### src/rtl/core/mcsp_pkg.sv
`timescale 1ns / 1ps
// ----------------------------------------------------------------------------
// mcsp_pkg: shared types and constants for the multi-channel servo PWM
// Operation codes, register indexes, reset values, fixed-point reciprocal
// constants and the structs that travel between the pipeline and the cells.
// ----------------------------------------------------------------------------
package mcsp_pkg;

  localparam int MAX_CH         = 8;
  localparam int CH_IDX_W       = 3;
  localparam int DEF_CHANNELS   = 8;
  localparam int DEF_FRAME_MS   = 20;
  localparam int FRAME_W        = 17;   // FRAME_MS * counts_per_ms before saturation
  localparam int FIFO_DEPTH     = 8;

  // Register indexes of the configuration port
  localparam logic REG_CHANNEL_COUNT = 1'b0;
  localparam logic REG_COUNTS_PER_MS = 1'b1;

  // Reset values
  localparam logic [3:0]  RST_CHANNEL_COUNT = 4'd8;
  localparam logic [11:0] RST_COUNTS_PER_MS = 12'd2000;
  localparam logic [15:0] RST_ACTIVE        = 16'd3000;
  localparam logic [15:0] RST_MIN_COUNTS    = 16'd1600;
  localparam logic [15:0] RST_MAX_COUNTS    = 16'd4400;

  // Microseconds to counts: floor(p / 1000) = (p * US_RECIP) >> US_SHIFT, p < 2^27
  localparam int              US_PROD_W  = 27;
  localparam int              US_RECIP_W = 28;
  localparam logic [27:0]     US_RECIP   = 28'd137438954;
  localparam int              US_SHIFT   = 37;
  localparam int              US_Q_W     = 18;

  // Degrees: floor(s / 180) = (s * DEG_RECIP) >> DEG_SHIFT, 0 <= s < 2^24
  localparam int              SUM_W       = 26;
  localparam int              DEG_DIV_W   = 24;
  localparam int              DEG_RECIP_W = 25;
  localparam logic [24:0]     DEG_RECIP   = 25'd23860930;
  localparam int              DEG_SHIFT   = 32;
  localparam int              DEG_Q_W     = 17;
  localparam logic [7:0]      DEG_FULL    = 8'd180;
  // Sums at or below -180 truncate to a negative width and are dropped
  localparam logic signed [25:0] ANGLE_FLOOR = -26'sd179;

  typedef enum logic [1:0] {
    OP_TICK      = 2'd0,
    OP_SET_ANGLE = 2'd1,
    OP_SET_US    = 2'd2,
    OP_CALIBRATE = 2'd3
  } op_t;

  typedef struct packed {
    logic                we;
    logic [CH_IDX_W-1:0] ch;
    logic [15:0]         min_cnt;
    logic [15:0]         max_cnt;
  } cal_cmd_t;

  typedef struct packed {
    logic                valid;
    op_t                 op;
    logic [CH_IDX_W-1:0] ch;
    logic                pend_we;
    logic [15:0]         width;
  } commit_t;

  typedef struct packed {
    logic        tick;
    logic        first;
    logic [15:0] count;
  } tick_t;

  typedef struct packed {
    logic [7:0] pins;
    logic       frame_start;
  } out_item_t;

endpackage

### src/rtl/core/mcsp_cell.sv
`timescale 1ns / 1ps
// ----------------------------------------------------------------------------
// mcsp_cell: one servo channel
// Holds the channel's pin, active and shadow widths and calibration, and
// passes the running pin status on to the next cell of the row.
// ----------------------------------------------------------------------------
module mcsp_cell #(
  parameter int IDX = 0
) (
  input  logic               clk,
  input  logic               rst,
  input  logic               en,
  input  mcsp_pkg::tick_t    tick,
  input  mcsp_pkg::commit_t  cmt,
  input  mcsp_pkg::cal_cmd_t cal,
  input  logic               xfer,
  input  logic               any_in,
  input  logic               was_in,
  output logic               any_out,
  output logic               was_out,
  output logic               level_next,
  output logic [15:0]        min_cnt,
  output logic [15:0]        max_cnt,
  output logic               pend_valid
);
  import mcsp_pkg::*;

  logic        pin;
  logic [15:0] active;
  logic [15:0] pending;
  logic        lv;
  logic        pend_wr;
  logic        cal_wr;

  assign pend_wr = cmt.valid && cmt.pend_we && (cmt.ch == CH_IDX_W'(IDX));
  assign cal_wr  = cal.we && (cal.ch == CH_IDX_W'(IDX));

  always_comb begin
    lv         = (tick.first ? en : (pin & en)) & (tick.count < active);
    level_next = tick.tick ? lv : pin;
    any_out    = any_in | lv;
    was_out    = was_in | (pin & en);
  end

  always_ff @(posedge clk) begin
    if (rst) begin
      pin        <= 1'b0;
      active     <= RST_ACTIVE;
      pend_valid <= 1'b0;
      min_cnt    <= RST_MIN_COUNTS;
      max_cnt    <= RST_MAX_COUNTS;
    end else begin
      if (tick.tick) begin
        pin <= lv;
      end
      if (xfer && pend_valid) begin
        active     <= pending;
        pend_valid <= 1'b0;
      end else if (pend_wr) begin
        pend_valid <= 1'b1;
      end
      if (cal_wr) begin
        min_cnt <= cal.min_cnt;
        max_cnt <= cal.max_cnt;
      end
    end
  end

  always_ff @(posedge clk) begin
    if (pend_wr) begin
      pending <= cmt.width;
    end
  end

endmodule

### src/rtl/core/mcsp_width_pipe.sv
`timescale 1ns / 1ps
// ----------------------------------------------------------------------------
// mcsp_width_pipe: width conversion pipeline
// Six register stages: operand capture, count product, divide by 1000,
// calibration write and angle product, angle sum, divide by 180.
// ----------------------------------------------------------------------------
module mcsp_width_pipe (
  input  logic                   clk,
  input  logic                   rst,
  input  logic                   in_acc,
  input  mcsp_pkg::op_t          op_in,
  input  logic [2:0]             ch_in,
  input  logic [7:0]             angle_in,
  input  logic [14:0]            pulse_in,
  input  logic [14:0]            min_in,
  input  logic [14:0]            max_in,
  input  logic [11:0]            eff_cpm,
  input  logic [3:0]             eff_ch,
  input  logic [15:0]            width_top,
  output mcsp_pkg::cal_cmd_t     cal,
  input  logic [15:0]            cal_lo,
  input  logic [15:0]            cal_hi,
  output mcsp_pkg::commit_t      cmt
);
  import mcsp_pkg::*;

  localparam int US_MUL_W  = US_PROD_W + US_RECIP_W;
  localparam int DEG_MUL_W = DEG_DIV_W + DEG_RECIP_W;

  // stage 1: operands
  logic                v1;
  op_t                 op1;
  logic [CH_IDX_W-1:0] ch1;
  logic [7:0]          ang1;
  logic [14:0]         pu1, mn1, mx1;
  // stage 2: count products
  logic                v2;
  op_t                 op2;
  logic [CH_IDX_W-1:0] ch2;
  logic [7:0]          ang2;
  logic [US_PROD_W-1:0] pa2, pb2;
  // stage 3: counts
  logic                v3;
  op_t                 op3;
  logic [CH_IDX_W-1:0] ch3;
  logic [7:0]          ang3;
  logic [US_Q_W-1:0]   qa3, qb3;
  // stage 4: angle product
  logic                v4;
  op_t                 op4;
  logic [CH_IDX_W-1:0] ch4;
  logic signed [SUM_W-1:0] prod4;
  logic [DEG_DIV_W-1:0] lo180_4;
  logic [US_Q_W-1:0]   us4;
  // stage 5: angle sum
  logic                v5;
  op_t                 op5;
  logic [CH_IDX_W-1:0] ch5;
  logic signed [SUM_W-1:0] sum5;
  logic [US_Q_W-1:0]   us5;
  // stage 6: raw width
  logic                v6;
  op_t                 op6;
  logic [CH_IDX_W-1:0] ch6;
  logic                pend_we6;
  logic [US_Q_W-1:0]   raw6;

  logic [14:0]          sel_a;
  logic [US_MUL_W-1:0]  mul_a, mul_b;
  logic signed [16:0]   diff;
  logic signed [SUM_W-1:0] ang_s, diff_s;
  logic [DEG_MUL_W-1:0] mul_d;
  logic [DEG_Q_W-1:0]   quo;
  logic                 ang_ok;

  function automatic logic in_range(logic [CH_IDX_W-1:0] ch, logic [3:0] lim);
    return {1'b0, ch} < lim;
  endfunction

  function automatic logic [15:0] sat16(logic [US_Q_W-1:0] q);
    return (q > US_Q_W'(16'hFFFF)) ? 16'hFFFF : q[15:0];
  endfunction

  always_comb begin
    sel_a  = (op1 == OP_CALIBRATE) ? mn1 : pu1;
    mul_a  = US_MUL_W'(pa2) * US_MUL_W'(US_RECIP);
    mul_b  = US_MUL_W'(pb2) * US_MUL_W'(US_RECIP);
    diff   = $signed({1'b0, cal_hi}) - $signed({1'b0, cal_lo});
    ang_s  = {{(SUM_W-8){1'b0}}, ang3};
    diff_s = {{(SUM_W-17){diff[16]}}, diff};
    mul_d  = DEG_MUL_W'(sum5[DEG_DIV_W-1:0]) * DEG_MUL_W'(DEG_RECIP);
    quo    = sum5[SUM_W-1] ? '0 : mul_d[DEG_SHIFT +: DEG_Q_W];
    ang_ok = !(sum5 < ANGLE_FLOOR);
  end

  // Calibration is written where the angle path reads it, so order holds
  always_comb begin
    cal.we      = v3 && (op3 == OP_CALIBRATE) && in_range(ch3, eff_ch);
    cal.ch      = ch3;
    cal.min_cnt = sat16(qa3);
    cal.max_cnt = sat16(qb3);
  end

  always_ff @(posedge clk) begin
    if (rst) begin
      v1 <= 1'b0;
      v2 <= 1'b0;
      v3 <= 1'b0;
      v4 <= 1'b0;
      v5 <= 1'b0;
      v6 <= 1'b0;
    end else begin
      v1 <= in_acc;
      v2 <= v1;
      v3 <= v2;
      v4 <= v3;
      v5 <= v4;
      v6 <= v5;
    end
  end

  always_ff @(posedge clk) begin
    op1  <= op_in;
    ch1  <= ch_in;
    ang1 <= angle_in;
    pu1  <= pulse_in;
    mn1  <= min_in;
    mx1  <= max_in;

    op2  <= op1;
    ch2  <= ch1;
    ang2 <= ang1;
    pa2  <= US_PROD_W'(sel_a) * US_PROD_W'(eff_cpm);
    pb2  <= US_PROD_W'(mx1) * US_PROD_W'(eff_cpm);

    op3  <= op2;
    ch3  <= ch2;
    ang3 <= ang2;
    qa3  <= mul_a[US_SHIFT +: US_Q_W];
    qb3  <= mul_b[US_SHIFT +: US_Q_W];

    op4     <= op3;
    ch4     <= ch3;
    prod4   <= ang_s * diff_s;
    lo180_4 <= DEG_DIV_W'(cal_lo) * DEG_DIV_W'(DEG_FULL);
    us4     <= qa3;

    op5  <= op4;
    ch5  <= ch4;
    sum5 <= prod4 + $signed({{(SUM_W-DEG_DIV_W){1'b0}}, lo180_4});
    us5  <= us4;

    op6      <= op5;
    ch6      <= ch5;
    raw6     <= (op5 == OP_SET_ANGLE) ? US_Q_W'(quo) : us5;
    pend_we6 <= in_range(ch5, eff_ch) &&
                (((op5 == OP_SET_ANGLE) && ang_ok) || (op5 == OP_SET_US));
  end

  // Saturate to 1..frame-1 on the way out
  always_comb begin
    cmt.valid   = v6;
    cmt.op      = op6;
    cmt.ch      = ch6;
    cmt.pend_we = pend_we6;
    if (raw6 > US_Q_W'(width_top)) begin
      cmt.width = width_top;
    end else if (raw6 == '0) begin
      cmt.width = 16'd1;
    end else begin
      cmt.width = raw6[15:0];
    end
  end

endmodule

### src/rtl/core/mcsp_out_fifo.sv
`timescale 1ns / 1ps
// ----------------------------------------------------------------------------
// mcsp_out_fifo: result queue
// Small register queue that holds finished results until the output side
// takes them.
// ----------------------------------------------------------------------------
module mcsp_out_fifo (
  input  logic                clk,
  input  logic                rst,
  input  logic                push,
  input  mcsp_pkg::out_item_t wr_item,
  input  logic                pop,
  output logic                valid,
  output mcsp_pkg::out_item_t rd_item,
  output logic                full
);
  import mcsp_pkg::*;

  localparam int PTR_W = $clog2(FIFO_DEPTH);
  localparam int LVL_W = $clog2(FIFO_DEPTH + 1);

  out_item_t        mem [FIFO_DEPTH];
  logic [PTR_W-1:0] wp, rp;
  logic [LVL_W-1:0] level;

  function automatic logic [PTR_W-1:0] bump(logic [PTR_W-1:0] p);
    return (p == PTR_W'(FIFO_DEPTH - 1)) ? '0 : p + PTR_W'(1);
  endfunction

  assign valid   = (level != '0);
  assign full    = (level == LVL_W'(FIFO_DEPTH));
  assign rd_item = mem[rp];

  always_ff @(posedge clk) begin
    if (rst) begin
      wp    <= '0;
      rp    <= '0;
      level <= '0;
    end else begin
      if (push) begin
        wp <= bump(wp);
      end
      if (pop) begin
        rp <= bump(rp);
      end
      level <= level + LVL_W'(push) - LVL_W'(pop);
    end
  end

  always_ff @(posedge clk) begin
    if (push) begin
      mem[wp] <= wr_item;
    end
  end

endmodule

### src/rtl/core/multi_channel_servo_pwm.sv
`timescale 1ns / 1ps
// ----------------------------------------------------------------------------
// multi_channel_servo_pwm: multi-channel servo pulse generator
// Ticks advance a shared frame counter; every enabled pin rises at frame
// start and falls when the counter reaches its width. Set and calibrate
// transactions convert to tick counts; set transactions queue shadow widths.
// ----------------------------------------------------------------------------
//  channel   direction  handshake                payload
//  in        slave      in_valid / in_stall      operation channel angle pulse_us
//                                                min_us max_us
//  out       master     out_valid / out_stall    pins frame_start
//  cfg       slave      cfg_write                cfg_index cfg_data
//
//  One transaction per cycle while in_stall is low, set and calibrate included.
//  A result passes six register stages of width arithmetic (two dependent
//  multiplies per divide) and then the result queue before it is visible.
//  in_stall rises when eight transactions are accepted but not yet taken,
//  the depth of the result queue; out_stall never blocks the pipeline.
//  Synchronous active-high reset; no clearing pass after reset.
// ----------------------------------------------------------------------------
module multi_channel_servo_pwm #(
  parameter int CHANNELS = mcsp_pkg::DEF_CHANNELS,
  parameter int FRAME_MS = mcsp_pkg::DEF_FRAME_MS
) (
  input  logic        clk,
  input  logic        rst,
  // input transactions
  input  logic        in_valid,
  output logic        in_stall,
  input  logic [1:0]  operation,
  input  logic [2:0]  channel,
  input  logic [7:0]  angle,
  input  logic [14:0] pulse_us,
  input  logic [14:0] min_us,
  input  logic [14:0] max_us,
  // result transactions
  output logic        out_valid,
  input  logic        out_stall,
  output logic [7:0]  pins,
  output logic        frame_start,
  // configuration
  input  logic        cfg_write,
  input  logic        cfg_index,
  input  logic [11:0] cfg_data
);
  import mcsp_pkg::*;

  localparam int         CREDIT_W = $clog2(FIFO_DEPTH + 1);
  localparam logic [7:0] PIN_MASK = 8'((1 << CHANNELS) - 1);

  // configuration registers
  logic [3:0]  channel_count;
  logic [11:0] counts_per_ms;

  // derived configuration
  logic [3:0]         eff_ch;
  logic [11:0]        eff_cpm;
  logic [FRAME_W-1:0] frame_full;
  logic [15:0]        frame_len;
  logic [15:0]        width_top;
  logic [MAX_CH-1:0]  en;

  // handshake and credit
  logic                in_acc, out_acc;
  logic [CREDIT_W-1:0] credit, credit_next;

  // pipeline and cells
  cal_cmd_t    cal;
  commit_t     cmt;
  tick_t       tick;
  logic [15:0] tick_counter, tick_counter_next;
  logic        wrap;
  logic        xfer;
  logic [15:0] cal_lo, cal_hi;
  logic [15:0] min_vals [MAX_CH];
  logic [15:0] max_vals [MAX_CH];
  logic [MAX_CH-1:0] level_next;
  logic [MAX_CH-1:0] pend_vec;
  logic [CHANNELS:0] any_chain, was_chain;

  // result queue
  out_item_t wr_item, rd_item;
  logic      fifo_full;

  // --------------------------------------------------------------------------
  // Configuration: a write lands at once, derived values follow combinationally
  // --------------------------------------------------------------------------
  always_ff @(posedge clk) begin
    if (rst) begin
      channel_count <= RST_CHANNEL_COUNT;
      counts_per_ms <= RST_COUNTS_PER_MS;
    end else if (cfg_write) begin
      case (cfg_index)
        REG_CHANNEL_COUNT: channel_count <= cfg_data[3:0];
        REG_COUNTS_PER_MS: counts_per_ms <= cfg_data;
        default:           ;
      endcase
    end
  end

  always_comb begin
    // zero channels act as one, too many act as the number of cells
    if (channel_count == 4'd0) begin
      eff_ch = 4'd1;
    end else if (channel_count > 4'(CHANNELS)) begin
      eff_ch = 4'(CHANNELS);
    end else begin
      eff_ch = channel_count;
    end
    eff_cpm    = (counts_per_ms == 12'd0) ? 12'd1 : counts_per_ms;
    frame_full = FRAME_W'(eff_cpm) * FRAME_W'(FRAME_MS);
    frame_len  = (frame_full > FRAME_W'(16'hFFFF)) ? 16'hFFFF : frame_full[15:0];
    width_top  = frame_len - 16'd1;
    for (int i = 0; i < MAX_CH; i++) begin
      en[i] = (i < CHANNELS) && (4'(i) < eff_ch);
    end
  end

  // --------------------------------------------------------------------------
  // Handshake: admit a transaction only while the queue has a free slot for it
  // --------------------------------------------------------------------------
  assign in_stall = (credit == CREDIT_W'(FIFO_DEPTH));
  assign in_acc   = in_valid && !in_stall;
  assign out_acc  = out_valid && !out_stall;

  always_comb begin
    credit_next = credit + CREDIT_W'(in_acc) - CREDIT_W'(out_acc);
  end

  always_ff @(posedge clk) begin
    if (rst) begin
      credit <= '0;
    end else begin
      credit <= credit_next;
    end
  end

  // --------------------------------------------------------------------------
  // Width arithmetic
  // --------------------------------------------------------------------------
  mcsp_width_pipe u_pipe (
    .clk       (clk),
    .rst       (rst),
    .in_acc    (in_acc),
    .op_in     (op_t'(operation)),
    .ch_in     (channel),
    .angle_in  (angle),
    .pulse_in  (pulse_us),
    .min_in    (min_us),
    .max_in    (max_us),
    .eff_cpm   (eff_cpm),
    .eff_ch    (eff_ch),
    .width_top (width_top),
    .cal       (cal),
    .cal_lo    (cal_lo),
    .cal_hi    (cal_hi),
    .cmt       (cmt)
  );

  // calibration read for the angle path, same stage as the calibration write
  assign cal_lo = min_vals[cal.ch];
  assign cal_hi = max_vals[cal.ch];

  // --------------------------------------------------------------------------
  // Frame counter: wrap after frame-1, or at once if the frame shrank below it
  // --------------------------------------------------------------------------
  always_comb begin
    tick.tick  = cmt.valid && (cmt.op == OP_TICK);
    tick.first = (tick_counter == 16'd0);
    tick.count = tick_counter;
    wrap       = ({1'b0, tick_counter} + 17'd1) >= {1'b0, frame_len};
    tick_counter_next = wrap ? 16'd0 : tick_counter + 16'd1;
    // shadow widths go live when the last enabled pin falls, or at frame end
    xfer = tick.tick && ((was_chain[CHANNELS] && !any_chain[CHANNELS]) || wrap);
  end

  always_ff @(posedge clk) begin
    if (rst) begin
      tick_counter <= '0;
    end else if (tick.tick) begin
      tick_counter <= tick_counter_next;
    end
  end

  // --------------------------------------------------------------------------
  // Row of channel cells; pin status ripples from the lowest cell upward
  // --------------------------------------------------------------------------
  assign any_chain[0] = 1'b0;
  assign was_chain[0] = 1'b0;

  for (genvar g = 0; g < MAX_CH; g++) begin : g_cell
    if (g < CHANNELS) begin : g_on
      mcsp_cell #(
        .IDX (g)
      ) u_cell (
        .clk        (clk),
        .rst        (rst),
        .en         (en[g]),
        .tick       (tick),
        .cmt        (cmt),
        .cal        (cal),
        .xfer       (xfer),
        .any_in     (any_chain[g]),
        .was_in     (was_chain[g]),
        .any_out    (any_chain[g+1]),
        .was_out    (was_chain[g+1]),
        .level_next (level_next[g]),
        .min_cnt    (min_vals[g]),
        .max_cnt    (max_vals[g]),
        .pend_valid (pend_vec[g])
      );
    end else begin : g_off
      // no cell: pin held low, calibration reads as zero
      assign level_next[g] = 1'b0;
      assign min_vals[g]   = 16'd0;
      assign max_vals[g]   = 16'd0;
      assign pend_vec[g]   = 1'b0;
    end
  end

  // --------------------------------------------------------------------------
  // Result queue: every transaction leaves one result, in order
  // --------------------------------------------------------------------------
  always_comb begin
    wr_item.pins        = level_next;
    wr_item.frame_start = tick.tick && tick.first;
  end

  mcsp_out_fifo u_fifo (
    .clk     (clk),
    .rst     (rst),
    .push    (cmt.valid),
    .wr_item (wr_item),
    .pop     (out_acc),
    .valid   (out_valid),
    .rd_item (rd_item),
    .full    (fifo_full)
  );

  assign pins        = rd_item.pins;
  assign frame_start = rd_item.frame_start;

  // --------------------------------------------------------------------------
  // Assertions
  // --------------------------------------------------------------------------
  a_pins_in_range: assert property (@(posedge clk) disable iff (rst)
    out_valid |-> ((pins & ~PIN_MASK) == 8'd0))
    else $error("pin driven beyond the instantiated channels");

  a_xfer_clears: assert property (@(posedge clk) disable iff (rst)
    xfer |=> (pend_vec == '0))
    else $error("shadow width left pending after transfer");

  a_credit_bound: assert property (@(posedge clk) disable iff (rst)
    credit <= CREDIT_W'(FIFO_DEPTH))
    else $error("outstanding transaction count above queue depth");

  a_no_overflow: assert property (@(posedge clk) disable iff (rst)
    cmt.valid |-> !fifo_full)
    else $error("result pushed into a full queue");

endmodule

### config.mk
export PLATFORM = sky130hd
export DESIGN_NAME = multi_channel_servo_pwm
export DESIGN_NICKNAME = d
export VERILOG_FILES = /design/src/rtl/core/mcsp_pkg.sv /design/src/rtl/core/mcsp_cell.sv /design/src/rtl/core/mcsp_width_pipe.sv /design/src/rtl/core/mcsp_out_fifo.sv /design/src/rtl/core/multi_channel_servo_pwm.sv
export SDC_FILE = /design/constraint.sdc
export NUM_CORES = 2
export LEC_CHECK = 0
export BUFFER_PORTS_ARGS = -buffer_cell sky130_fd_sc_hd__buf_4
export CAP_MARGIN = 5
export CORE_MARGIN = 2
export CORE_UTILIZATION = 66
export CTS_CLUSTER_DIAMETER = 50
export CTS_CLUSTER_SIZE = 14
export DETAILED_ROUTE_END_ITERATION = 8
export PLACE_DENSITY = 0.84
export SYNTH_ARGS = -nofsm -noshare
export SYNTH_HDL_FRONTEND = slang
export SYNTH_SLANG_ARGS = --single-unit
export TNS_END_PERCENT = 100
### constraint.sdc
create_clock -name clk -period 10.3 [get_ports clk]
set_clock_uncertainty 0.1 [all_clocks]
set_input_delay 2.575 -clock clk [delete_from_list [all_inputs] [get_ports clk]]
set_output_delay 2.575 -clock clk [all_outputs]
set_load 0.01 [all_outputs]
== Word level (Yosys, flattened, before mapping) ==
Memories as Yosys holds them, arrays and structs flattened. A register that Yosys moved wholly into a read port is not among the register bits.
Index checks and enable logic that the tools add are counted.

* $lt $le $gt $ge: 26
* Mux-type cells: 40
* Add/subtract/negate cells: 11
* Bitwise gates (word level): 32
* $mul: 8
* Equality and inequality tests: 21
* Reductions and logical operators: 59

{| class="wikitable"
|+ Operator list
! kind !! number
|-
| 16-bit two-way mux || 10
|-
| 16-bit < comparator || 8
|-
| 27-bit by 27-bit multiplier with 54-bit output, second input constant || 2
|-
| 16-bit binary-select mux with 3-bit select || 2
|-
| 15-bit by 12-bit multiplier with 27-bit output || 2
|-
| 24-bit by 24-bit multiplier with 48-bit output, second input constant || 1
|-
| 18-bit by 16-bit > comparator with 1-bit output, second input constant || 2
|-
| 1-bit logical AND || 35
|-
| 17-bit two-way mux || 2
|-
| 3-bit == test, second input constant || 10
|-
| 26-bit by 25-bit adder with 26-bit output || 1
|-
| 26-bit by 9-bit < comparator with 1-bit output, second input constant || 1
|-
| 9-bit by 17-bit multiplier with 26-bit output || 1
|-
| 16-bit by 6-bit multiplier with 22-bit output, second input constant || 1
|-
| 18-bit by 16-bit > comparator with 1-bit output || 1
|-
| 18-bit zero test || 1
|-
| 1-bit two-way mux || 18
|-
| 16-bit by 1-bit adder with 17-bit output, second input constant || 1
|-
| 17-bit by 16-bit >= comparator with 1-bit output || 1
|-
| 17-bit by 16-bit > comparator with 1-bit output, second input constant || 1
|-
| 16-bit by 16-bit subtractor with 17-bit output || 1
|-
| 16-bit by 1-bit adder with 16-bit output, second input constant || 1
|-
| 1-bit AND || 16
|-
| 16-bit zero test || 1
|-
| 32 further kinds || 77
|}

* Logic and storage cells: 289
* Memories: 1
* Memory bits (writable): 72
* Input port bits: 76
* Flip-flop bits (word level): 898

{| class="wikitable"
|+ Memory list
! name !! words !! width !! read ports !! clocked after Yosys merged registers in !! wr ports !! line !! RTL
|-
| u_fifo.mem || 8 || 9 || 1 || 1 || 1 || mcsp_out_fifo.sv:22 || <nowiki>out_item_t mem [FIFO_DEPTH];</nowiki>
|}

== Longest topological paths before layout ==
* Depth after elaboration: 20
* Mapped depth: 36
* Depth with buffers taken out: 33

== By module ==
From an unflattened synthesis, not the netlist that was laid out.

* Cells, all modules: 8878
* Area, all modules: 86774.5 sq um

{| class="wikitable"
|+ Modules (own cells, without submodules)
! module !! cells each !! area an instance (sq um) !! seq. area each (sq um) !! times used
|-
| mcsp_width_pipe || 5788 || 56653.1 || 6486.2 || 1
|-
| mcsp_cell (g_cell[1].g_on.u_cell ...) || 300 || 2696.3 || 1481.4 || 2
|-
| mcsp_cell (g_cell[5].g_on.u_cell ...) || 298 || 2690.1 || 1481.4 || 2
|-
| multi_channel_servo_pwm || 521 || 5131.2 || 720.7 || 1
|-
| mcsp_out_fifo || 177 || 3439.5 || 2422.3 || 1
|-
| mcsp_cell (g_cell[0].g_on.u_cell) || 298 || 2717.6 || 1481.4 || 1
|-
| mcsp_cell (g_cell[3].g_on.u_cell) || 299 || 2687.6 || 1481.4 || 1
|-
| mcsp_cell (g_cell[4].g_on.u_cell) || 299 || 2686.3 || 1481.4 || 1
|-
| mcsp_cell (g_cell[7].g_on.u_cell) || 300 || 2686.3 || 1481.4 || 1
|}

== Worst setup path after synthesis ==
No wires, ideal clock.

* Kind: register -> register
* Start point: reg u_pipe.ch3[1]
* End point: reg u_pipe.prod4[24]
* Arrival: 8.848 ns
* Library setup time: 0.118 ns
* Clock period less this slack: 9.066 ns
* Setup slack: 1.234 ns
* Stages on the path, launching flop included: 37
* Path through: dfxtp_1 clkbuf_1 buf_1 buf_1 mux4_2 mux2_2 ha_1 fa_1 nor2b_1 o21ai_0 a21boi_0 o21ai_0 a21boi_0 o21ai_0 a21o_1 nand2_1 nor2_1 xnor2_1 nand2_1 fa_1 inv_1 fa_1 fa_1 inv_1 fa_1 inv_1 ha_1 o21a_1 o21ai_0 a21oi_1 o21a_1 o31ai_1 a2111oi_0 nor3_1 o31ai_1 a21oi_1 xnor2_1

* Cells in the longest elaborated chain, start to end: 6
* Elaborated cells between the ends (all ways): 9

{| class="wikitable"
|+ Ends and longest elaborated chain
! what !! line !! RTL
|-
| start: declaration || mcsp_width_pipe.sv:45 || <nowiki>logic [CH_IDX_W-1:0] ch3;</nowiki>
|-
| start signal: assignment || mcsp_width_pipe.sv:137 || <nowiki>ch3 <= ch2;</nowiki>
|-
| 3-bit NOT with 4-bit output (not written as such) || multi_channel_servo_pwm.sv:161 || <nowiki>assign cal_lo = min_vals[cal.ch];</nowiki>
|-
| 16-bit binary-select mux with 3-bit select || multi_channel_servo_pwm.sv:161 ||
|-
| 16-bit two-way mux (not written as such) (2 in a row) || multi_channel_servo_pwm.sv:161 ||
|-
| named net cal_lo[0] || multi_channel_servo_pwm.sv:74 || <nowiki>logic [15:0] cal_lo, cal_hi;</nowiki>
|-
| 16-bit by 16-bit subtractor with 17-bit output || mcsp_width_pipe.sv:88 || <nowiki>diff = $signed({1'b0, cal_hi}) - $signed({1'b0, cal_lo});</nowiki>
|-
| 9-bit by 17-bit multiplier with 26-bit output || mcsp_width_pipe.sv:144 || <nowiki>prod4 <= ang_s * diff_s;</nowiki>
|-
| end signal: assignment || mcsp_width_pipe.sv:144 ||
|-
| end: declaration || mcsp_width_pipe.sv:52 || <nowiki>logic signed [SUM_W-1:0] prod4;</nowiki>
|}

The timed path passes the listed nets, and every way through them passes these cells. The select of a mux whose other input is x is not followed.
A chain may end at the register's enable or synchronous reset.

== Final worst setup path ==
Same ends and word-level chain as after synthesis.

==> run summary <==
The flow ran to the end, and the final reports show no timing, DRC or antenna violations. The total setup buffers inserted after CTS is 0. The initial utilization of the core area, before any placement, comes to 0.667. The path depth of the worst reg2reg path is 34. The terminating pin of the worst hold path is u_pipe.ang2[1]$_DFF_P_. In this run the tightest slew margin relative to its limit is 0.0797. The layout-stage area growth over the synthesis result is 6.09%. The worst hold path cell count is 0. Hold repair after CTS inserted 0 buffers.

TritonCTS built the clock tree. Clock latency on the worst-skew pair, taken at its later pin, is 0.74 ns. Setup repair after global routing left no endpoint under its margin. The maximum clock rate is 105 MHz. The area of combinational cells with multiple inputs is 0.0571 mm2. The post-route cell area is 0.0919 mm2.

After filler insertion, the fill cell instance count of the layout stands at 8988. The total of endpoints with negative setup slack in the final report is 0. The fraction of the core area covered by cells at the end of the flow came out at 0.707. Of the synthesized area, sequential elements account for 0.248. The vertical die dimension is 366 um. The global-route wire length before repair is 339000 um.

The cell area after synthesis came out at 0.0867 mm2. The total overflow reported by the global router is 0. 87 I/O pins were placed. The worst setup path is of the reg2reg kind.

The total number of vias came out at 61500. The count of antenna-violating nets left after detailed routing came out at 0. The total cell area at the placement stage is 0.0886 mm2. In this run the worst hold path is classified as reg2reg. The number of hold violations in the final report came to 0. By instance count, the cell type seen most on the critical path is sky130_fd_sc_hd__fa_1. The total clock buffers created by CTS is 101. The async set-reset flop share out of synthesis came out at 0. The number of max-capacitance violations reported is 0. In this run, distinct cell masters in the synthesized netlist total 85. The pin count of the biggest net entering global routing is 143. The data arrival time of the critical path is 10.03 ns.

The delay contributed by the slowest stage of the critical path came out at 0.67 ns. The via-per-instance ratio came out at 5.93. The fraction of layout cells with a size suffix above 1 came out at 0.0538. After synthesis the netlist holds a flip-flop and latch count of 973. The number of nets in the synthesized netlist is 11000. The site row count is 132. The element type at the critical path start is a register.

The average wire per cell in the routed design came out at 20.0 um. The HPWL after detailed placement is 159000 um. For this run, design rule violations remaining after detail routing come to 0. The endpoint identified for the worst register-to-register timing path is u_pipe.prod4[24]$_DFF_P_. The final worst-path cycle share is 0.927.

The clock tree synthesis step divided the H-tree into 3 levels. The maximum fanout count along the critical path came out at 26. The sequential cell area in the final layout is 0.0215 mm2. The accumulated negative setup slack is 0 ns. The count of flip-flops with a built-in enable after synthesis is 200. The deepest clock path buffer count came out at 3.

In this run the most critical hold path is launched from u_pipe.ang1[1]$_DFF_P_. The post-CTS resize count is 0. The cell count after synthesis is 8651.

The initial detailed-routing violation count came out at 4888. The final number of max-transition violations came to 0. At the worst endpoint, the required time is 10.78 ns. The area of the placeable core came out at 0.130 mm2.

The clock sink count is 973. The worst setup path is captured at a register. The initial antenna violation count came out at 7. For this run, the total global-route usage over all layers was measured as 0.314. The worst register-to-register path begins at u_pipe.ch3[1]$_DFF_P_. The number of warnings reported in the yosys synthesis log is 0.

The final routed wirelength across all metal layers came out at 207000 um. The length of the first detailed-routing pass in iterations came out at 6. The number of global-route vias before repair is 65300. Input and output buffers added on the ports amount to 86. Among all stages on the critical path, the largest delay is contributed by sky130_fd_sc_hd__a2111oi_0.

The worst reg-to-reg setup slack came out at 0.75 ns. The measured slew at the worst slew-check pin came out at 1.34 ns. The tree is rooted in a sky130_fd_sc_hd__clkbuf_16.

The overall die area is 0.134 mm2. The clock period minus worst slack came out at 9.55 ns. The clock-pin slew on the worst setup and hold paths came out at 0.07 ns. The routability-driven placement congestion ratio is 0.981. The die extent in x is 366 um.

The final net count is 10900. For this run, the leading register cell type out of synthesis is sky130_fd_sc_hd__dfxtp_1. The mean area per synthesized cell is 10.0 um2.
-- cells in the mapped netlist, types with 7 or more instances --
library cell / number / area, um2
sky130_fd_sc_hd__nor2b_1: 72 / 450
sky130_fd_sc_hd__nand2b_1: 41 / 257
sky130_fd_sc_hd__nand2_1: 613 / 2300
sky130_fd_sc_hd__inv_1: 1808 / 6790
sky130_fd_sc_hd__and4_1: 11 / 96.3
sky130_fd_sc_hd__o21a_1: 40 / 300
sky130_fd_sc_hd__or3_1: 10 / 62.6
sky130_fd_sc_hd__nor3b_1: 8 / 60.1
sky130_fd_sc_hd__o211a_1: 7 / 70.1
sky130_fd_sc_hd__a211oi_1: 219 / 1640
sky130_fd_sc_hd__nor4_1: 17 / 106
sky130_fd_sc_hd__nor3_1: 123 / 616
sky130_fd_sc_hd__nand3_1: 58 / 290
sky130_fd_sc_hd__nand4_1: 27 / 169
sky130_fd_sc_hd__o311ai_0: 68 / 596
sky130_fd_sc_hd__o311ai_1: 9 / 78.8
sky130_fd_sc_hd__a2111oi_0: 7 / 61.3
sky130_fd_sc_hd__a21oi_1: 186 / 931
sky130_fd_sc_hd__a31o_2: 7 / 61.3
sky130_fd_sc_hd__nor2_1: 440 / 1650
sky130_fd_sc_hd__dfxtp_1: 773 / 15500
sky130_fd_sc_hd__clkbuf_1: 250 / 938
sky130_fd_sc_hd__a21boi_0: 11 / 82.6
sky130_fd_sc_hd__a21o_1: 102 / 766
sky130_fd_sc_hd__buf_1: 35 / 131
sky130_fd_sc_hd__fa_1: 1024 / 20500
sky130_fd_sc_hd__o21ai_1: 9 / 45.0
sky130_fd_sc_hd__a31oi_1: 17 / 106
sky130_fd_sc_hd__o21bai_1: 10 / 75.1
sky130_fd_sc_hd__xnor2_1: 147 / 1290
sky130_fd_sc_hd__mux2i_1: 97 / 971
sky130_fd_sc_hd__buf_2: 44 / 220
sky130_fd_sc_hd__or2_2: 10 / 62.6
sky130_fd_sc_hd__nand3b_1: 17 / 128
sky130_fd_sc_hd__mux2_2: 40 / 450
sky130_fd_sc_hd__edfxtp_1: 200 / 6010
sky130_fd_sc_hd__and3_1: 106 / 663
sky130_fd_sc_hd__ha_1: 1255 / 15700
sky130_fd_sc_hd__o31ai_1: 7 / 52.6
sky130_fd_sc_hd__xor2_1: 36 / 315
sky130_fd_sc_hd__and2_1: 197 / 1230
sky130_fd_sc_hd__o21ai_0: 108 / 541
sky130_fd_sc_hd__a22o_1: 14 / 123
sky130_fd_sc_hd__o211ai_1: 185 / 1390
sky130_fd_sc_hd__mux4_2: 82 / 1850
-- metrics by stage --
stage	instances	worst slack [ns]	hold slack [ns]
final	10400	0.747	0.195
after global routing	10400	0.0721	0.202
after CTS	10400	0.889	0.189
after detailed placement	10200	0.988	0.212
after global placement	10200	1.29	0.210
after floorplan	8651	1.23	0.210
-- placed cells by master (no fill, tap or decap), types with 10 or more instances in the layout --
cell                        instances
sky130_fd_sc_hd__o21ai_0          106
sky130_fd_sc_hd__and2_1           193
sky130_fd_sc_hd__o21bai_1          10
sky130_fd_sc_hd__or2_2             10
sky130_fd_sc_hd__buf_4            134
sky130_fd_sc_hd__xnor2_1          147
sky130_fd_sc_hd__and3_1           101
sky130_fd_sc_hd__nand3_1           58
sky130_fd_sc_hd__nand2_1          613
sky130_fd_sc_hd__o21ai_1           11
sky130_fd_sc_hd__nand4_1           27
sky130_fd_sc_hd__dfxtp_1          770
sky130_fd_sc_hd__ha_1            1255
sky130_fd_sc_hd__edfxtp_1         200
sky130_fd_sc_hd__nor4_1            16
sky130_fd_sc_hd__mux4_2            82
sky130_fd_sc_hd__o311ai_0          68
sky130_fd_sc_hd__a21boi_0          11
sky130_fd_sc_hd__clkbuf_1          13
sky130_fd_sc_hd__nor2b_1           72
sky130_fd_sc_hd__inv_1           1807
sky130_fd_sc_hd__a211oi_1         219
sky130_fd_sc_hd__a21oi_1          186
sky130_fd_sc_hd__or3_1             10
sky130_fd_sc_hd__mux2_2            40
sky130_fd_sc_hd__nor2_1           439
sky130_fd_sc_hd__nand2b_1          41
sky130_fd_sc_hd__a21o_1           102
sky130_fd_sc_hd__o211ai_1         185
sky130_fd_sc_hd__mux2i_1           96
sky130_fd_sc_hd__fa_1            1024
sky130_fd_sc_hd__clkbuf_16        102
sky130_fd_sc_hd__o21a_1            40
sky130_fd_sc_hd__nor3_1           120
sky130_fd_sc_hd__a31oi_1           17
sky130_fd_sc_hd__xor2_1            36
sky130_fd_sc_hd__nand3b_1          17
sky130_fd_sc_hd__a22o_1            14
sky130_fd_sc_hd__and4_1            11
-- state kept, by name, indices dropped and copies added, names as in the netlist, 22 cells and up, named ones only --
name                        cells
g_cell.g_on.u_cell.active     128
g_cell.g_on.u_cell.max_cnt    128
g_cell.g_on.u_cell.min_cnt    128
g_cell.g_on.u_cell.pending    128
u_fifo.mem                     72
u_pipe.pa2                     27
u_pipe.pb2                     27
u_pipe.prod4                   26
u_pipe.sum5                    26
u_pipe.lo180_4                 22
-- cell families (layout without fill, tap and decap cells) --
family | after synthesis | in the layout | synth area share
other cells | 0 | 3 | 0
simple gates | 1766 | 1766 | 0.0957
mux | 219 | 219 | 0.0377
flops | 973 | 973 | 0.248
fa+ha+maj | 2280 | 2280 | 0.418
xor+xnor | 183 | 183 | 0.0185
compound gates | 1089 | 1089 | 0.0887
buf+inv | 2141 | 2112 | 0.0937
-- final cells by class --
cell class | count | share of cell area
inverter | 1808 | 0.0739
antenna | 3 | 0.0000816
sequential | 973 | 0.234
timing repair buffer | 135 | 0.0111
multi-input combinational | 5537 | 0.621
clock inverter | 50 | 0.00754
tap | 1742 | 0.0237
clock buffer | 119 | 0.0289
-- routing by layer --
layer | track usage | vias to the layer above | part of all wire
li1 | - | 28100 | -
met1 | 0.411 | 30500 | 0.41
met2 | 0.523 | 2310 | 0.47
met3 | 0.0515 | 604 | 0.076
met4 | 0.121 | 12 | 0.043
met5 | 0 | - | 0.00031
-- worst max-delay path by stage --
stage / startpoint / to / slack [ns] / cells after the start
6_report: u_pipe.ch3[1]$_DFF_P_ / u_pipe.prod4[24]$_DFF_P_ / 0.75 / 34
5_1_grt: u_pipe.ch3[1]$_DFF_P_ / u_pipe.prod4[25]$_DFF_P_ / 0.07 / 33
4_1_cts: u_pipe.ch3[1]$_DFF_P_ / u_pipe.prod4[24]$_DFF_P_ / 0.89 / 34
3_5_place_dp: u_pipe.ch3[1]$_DFF_P_ / u_pipe.prod4[24]$_DFF_P_ / 0.99 / 34
3_3_place_gp: u_pipe.ch3[0]$_DFF_P_ / u_pipe.prod4[24]$_DFF_P_ / 1.29 / 33
2_1_floorplan: u_pipe.ch3[1]$_DFF_P_ / u_pipe.prod4[24]$_DFF_P_ / 1.23 / 36
-- critical path, delay by kind of cell, from the launching register on --
| family | cells | cell delay, ns |
|---|---|---|
| flip-flops | 1 | 0.62 |
| buffers and inverters | 5 | 0.78 |
| AO/OA/AOI/OAI | 14 | 3.16 |
| XOR/XNOR | 2 | 0.68 |
| AND/OR/NAND/NOR | 5 | 0.56 |
| adder cells (fa/ha/maj) | 6 | 2.87 |
| multiplexers | 2 | 0.60 |
Power is not shown: default switching activity piles up to over one toggle a cycle in this logic, so the estimate is an artifact.
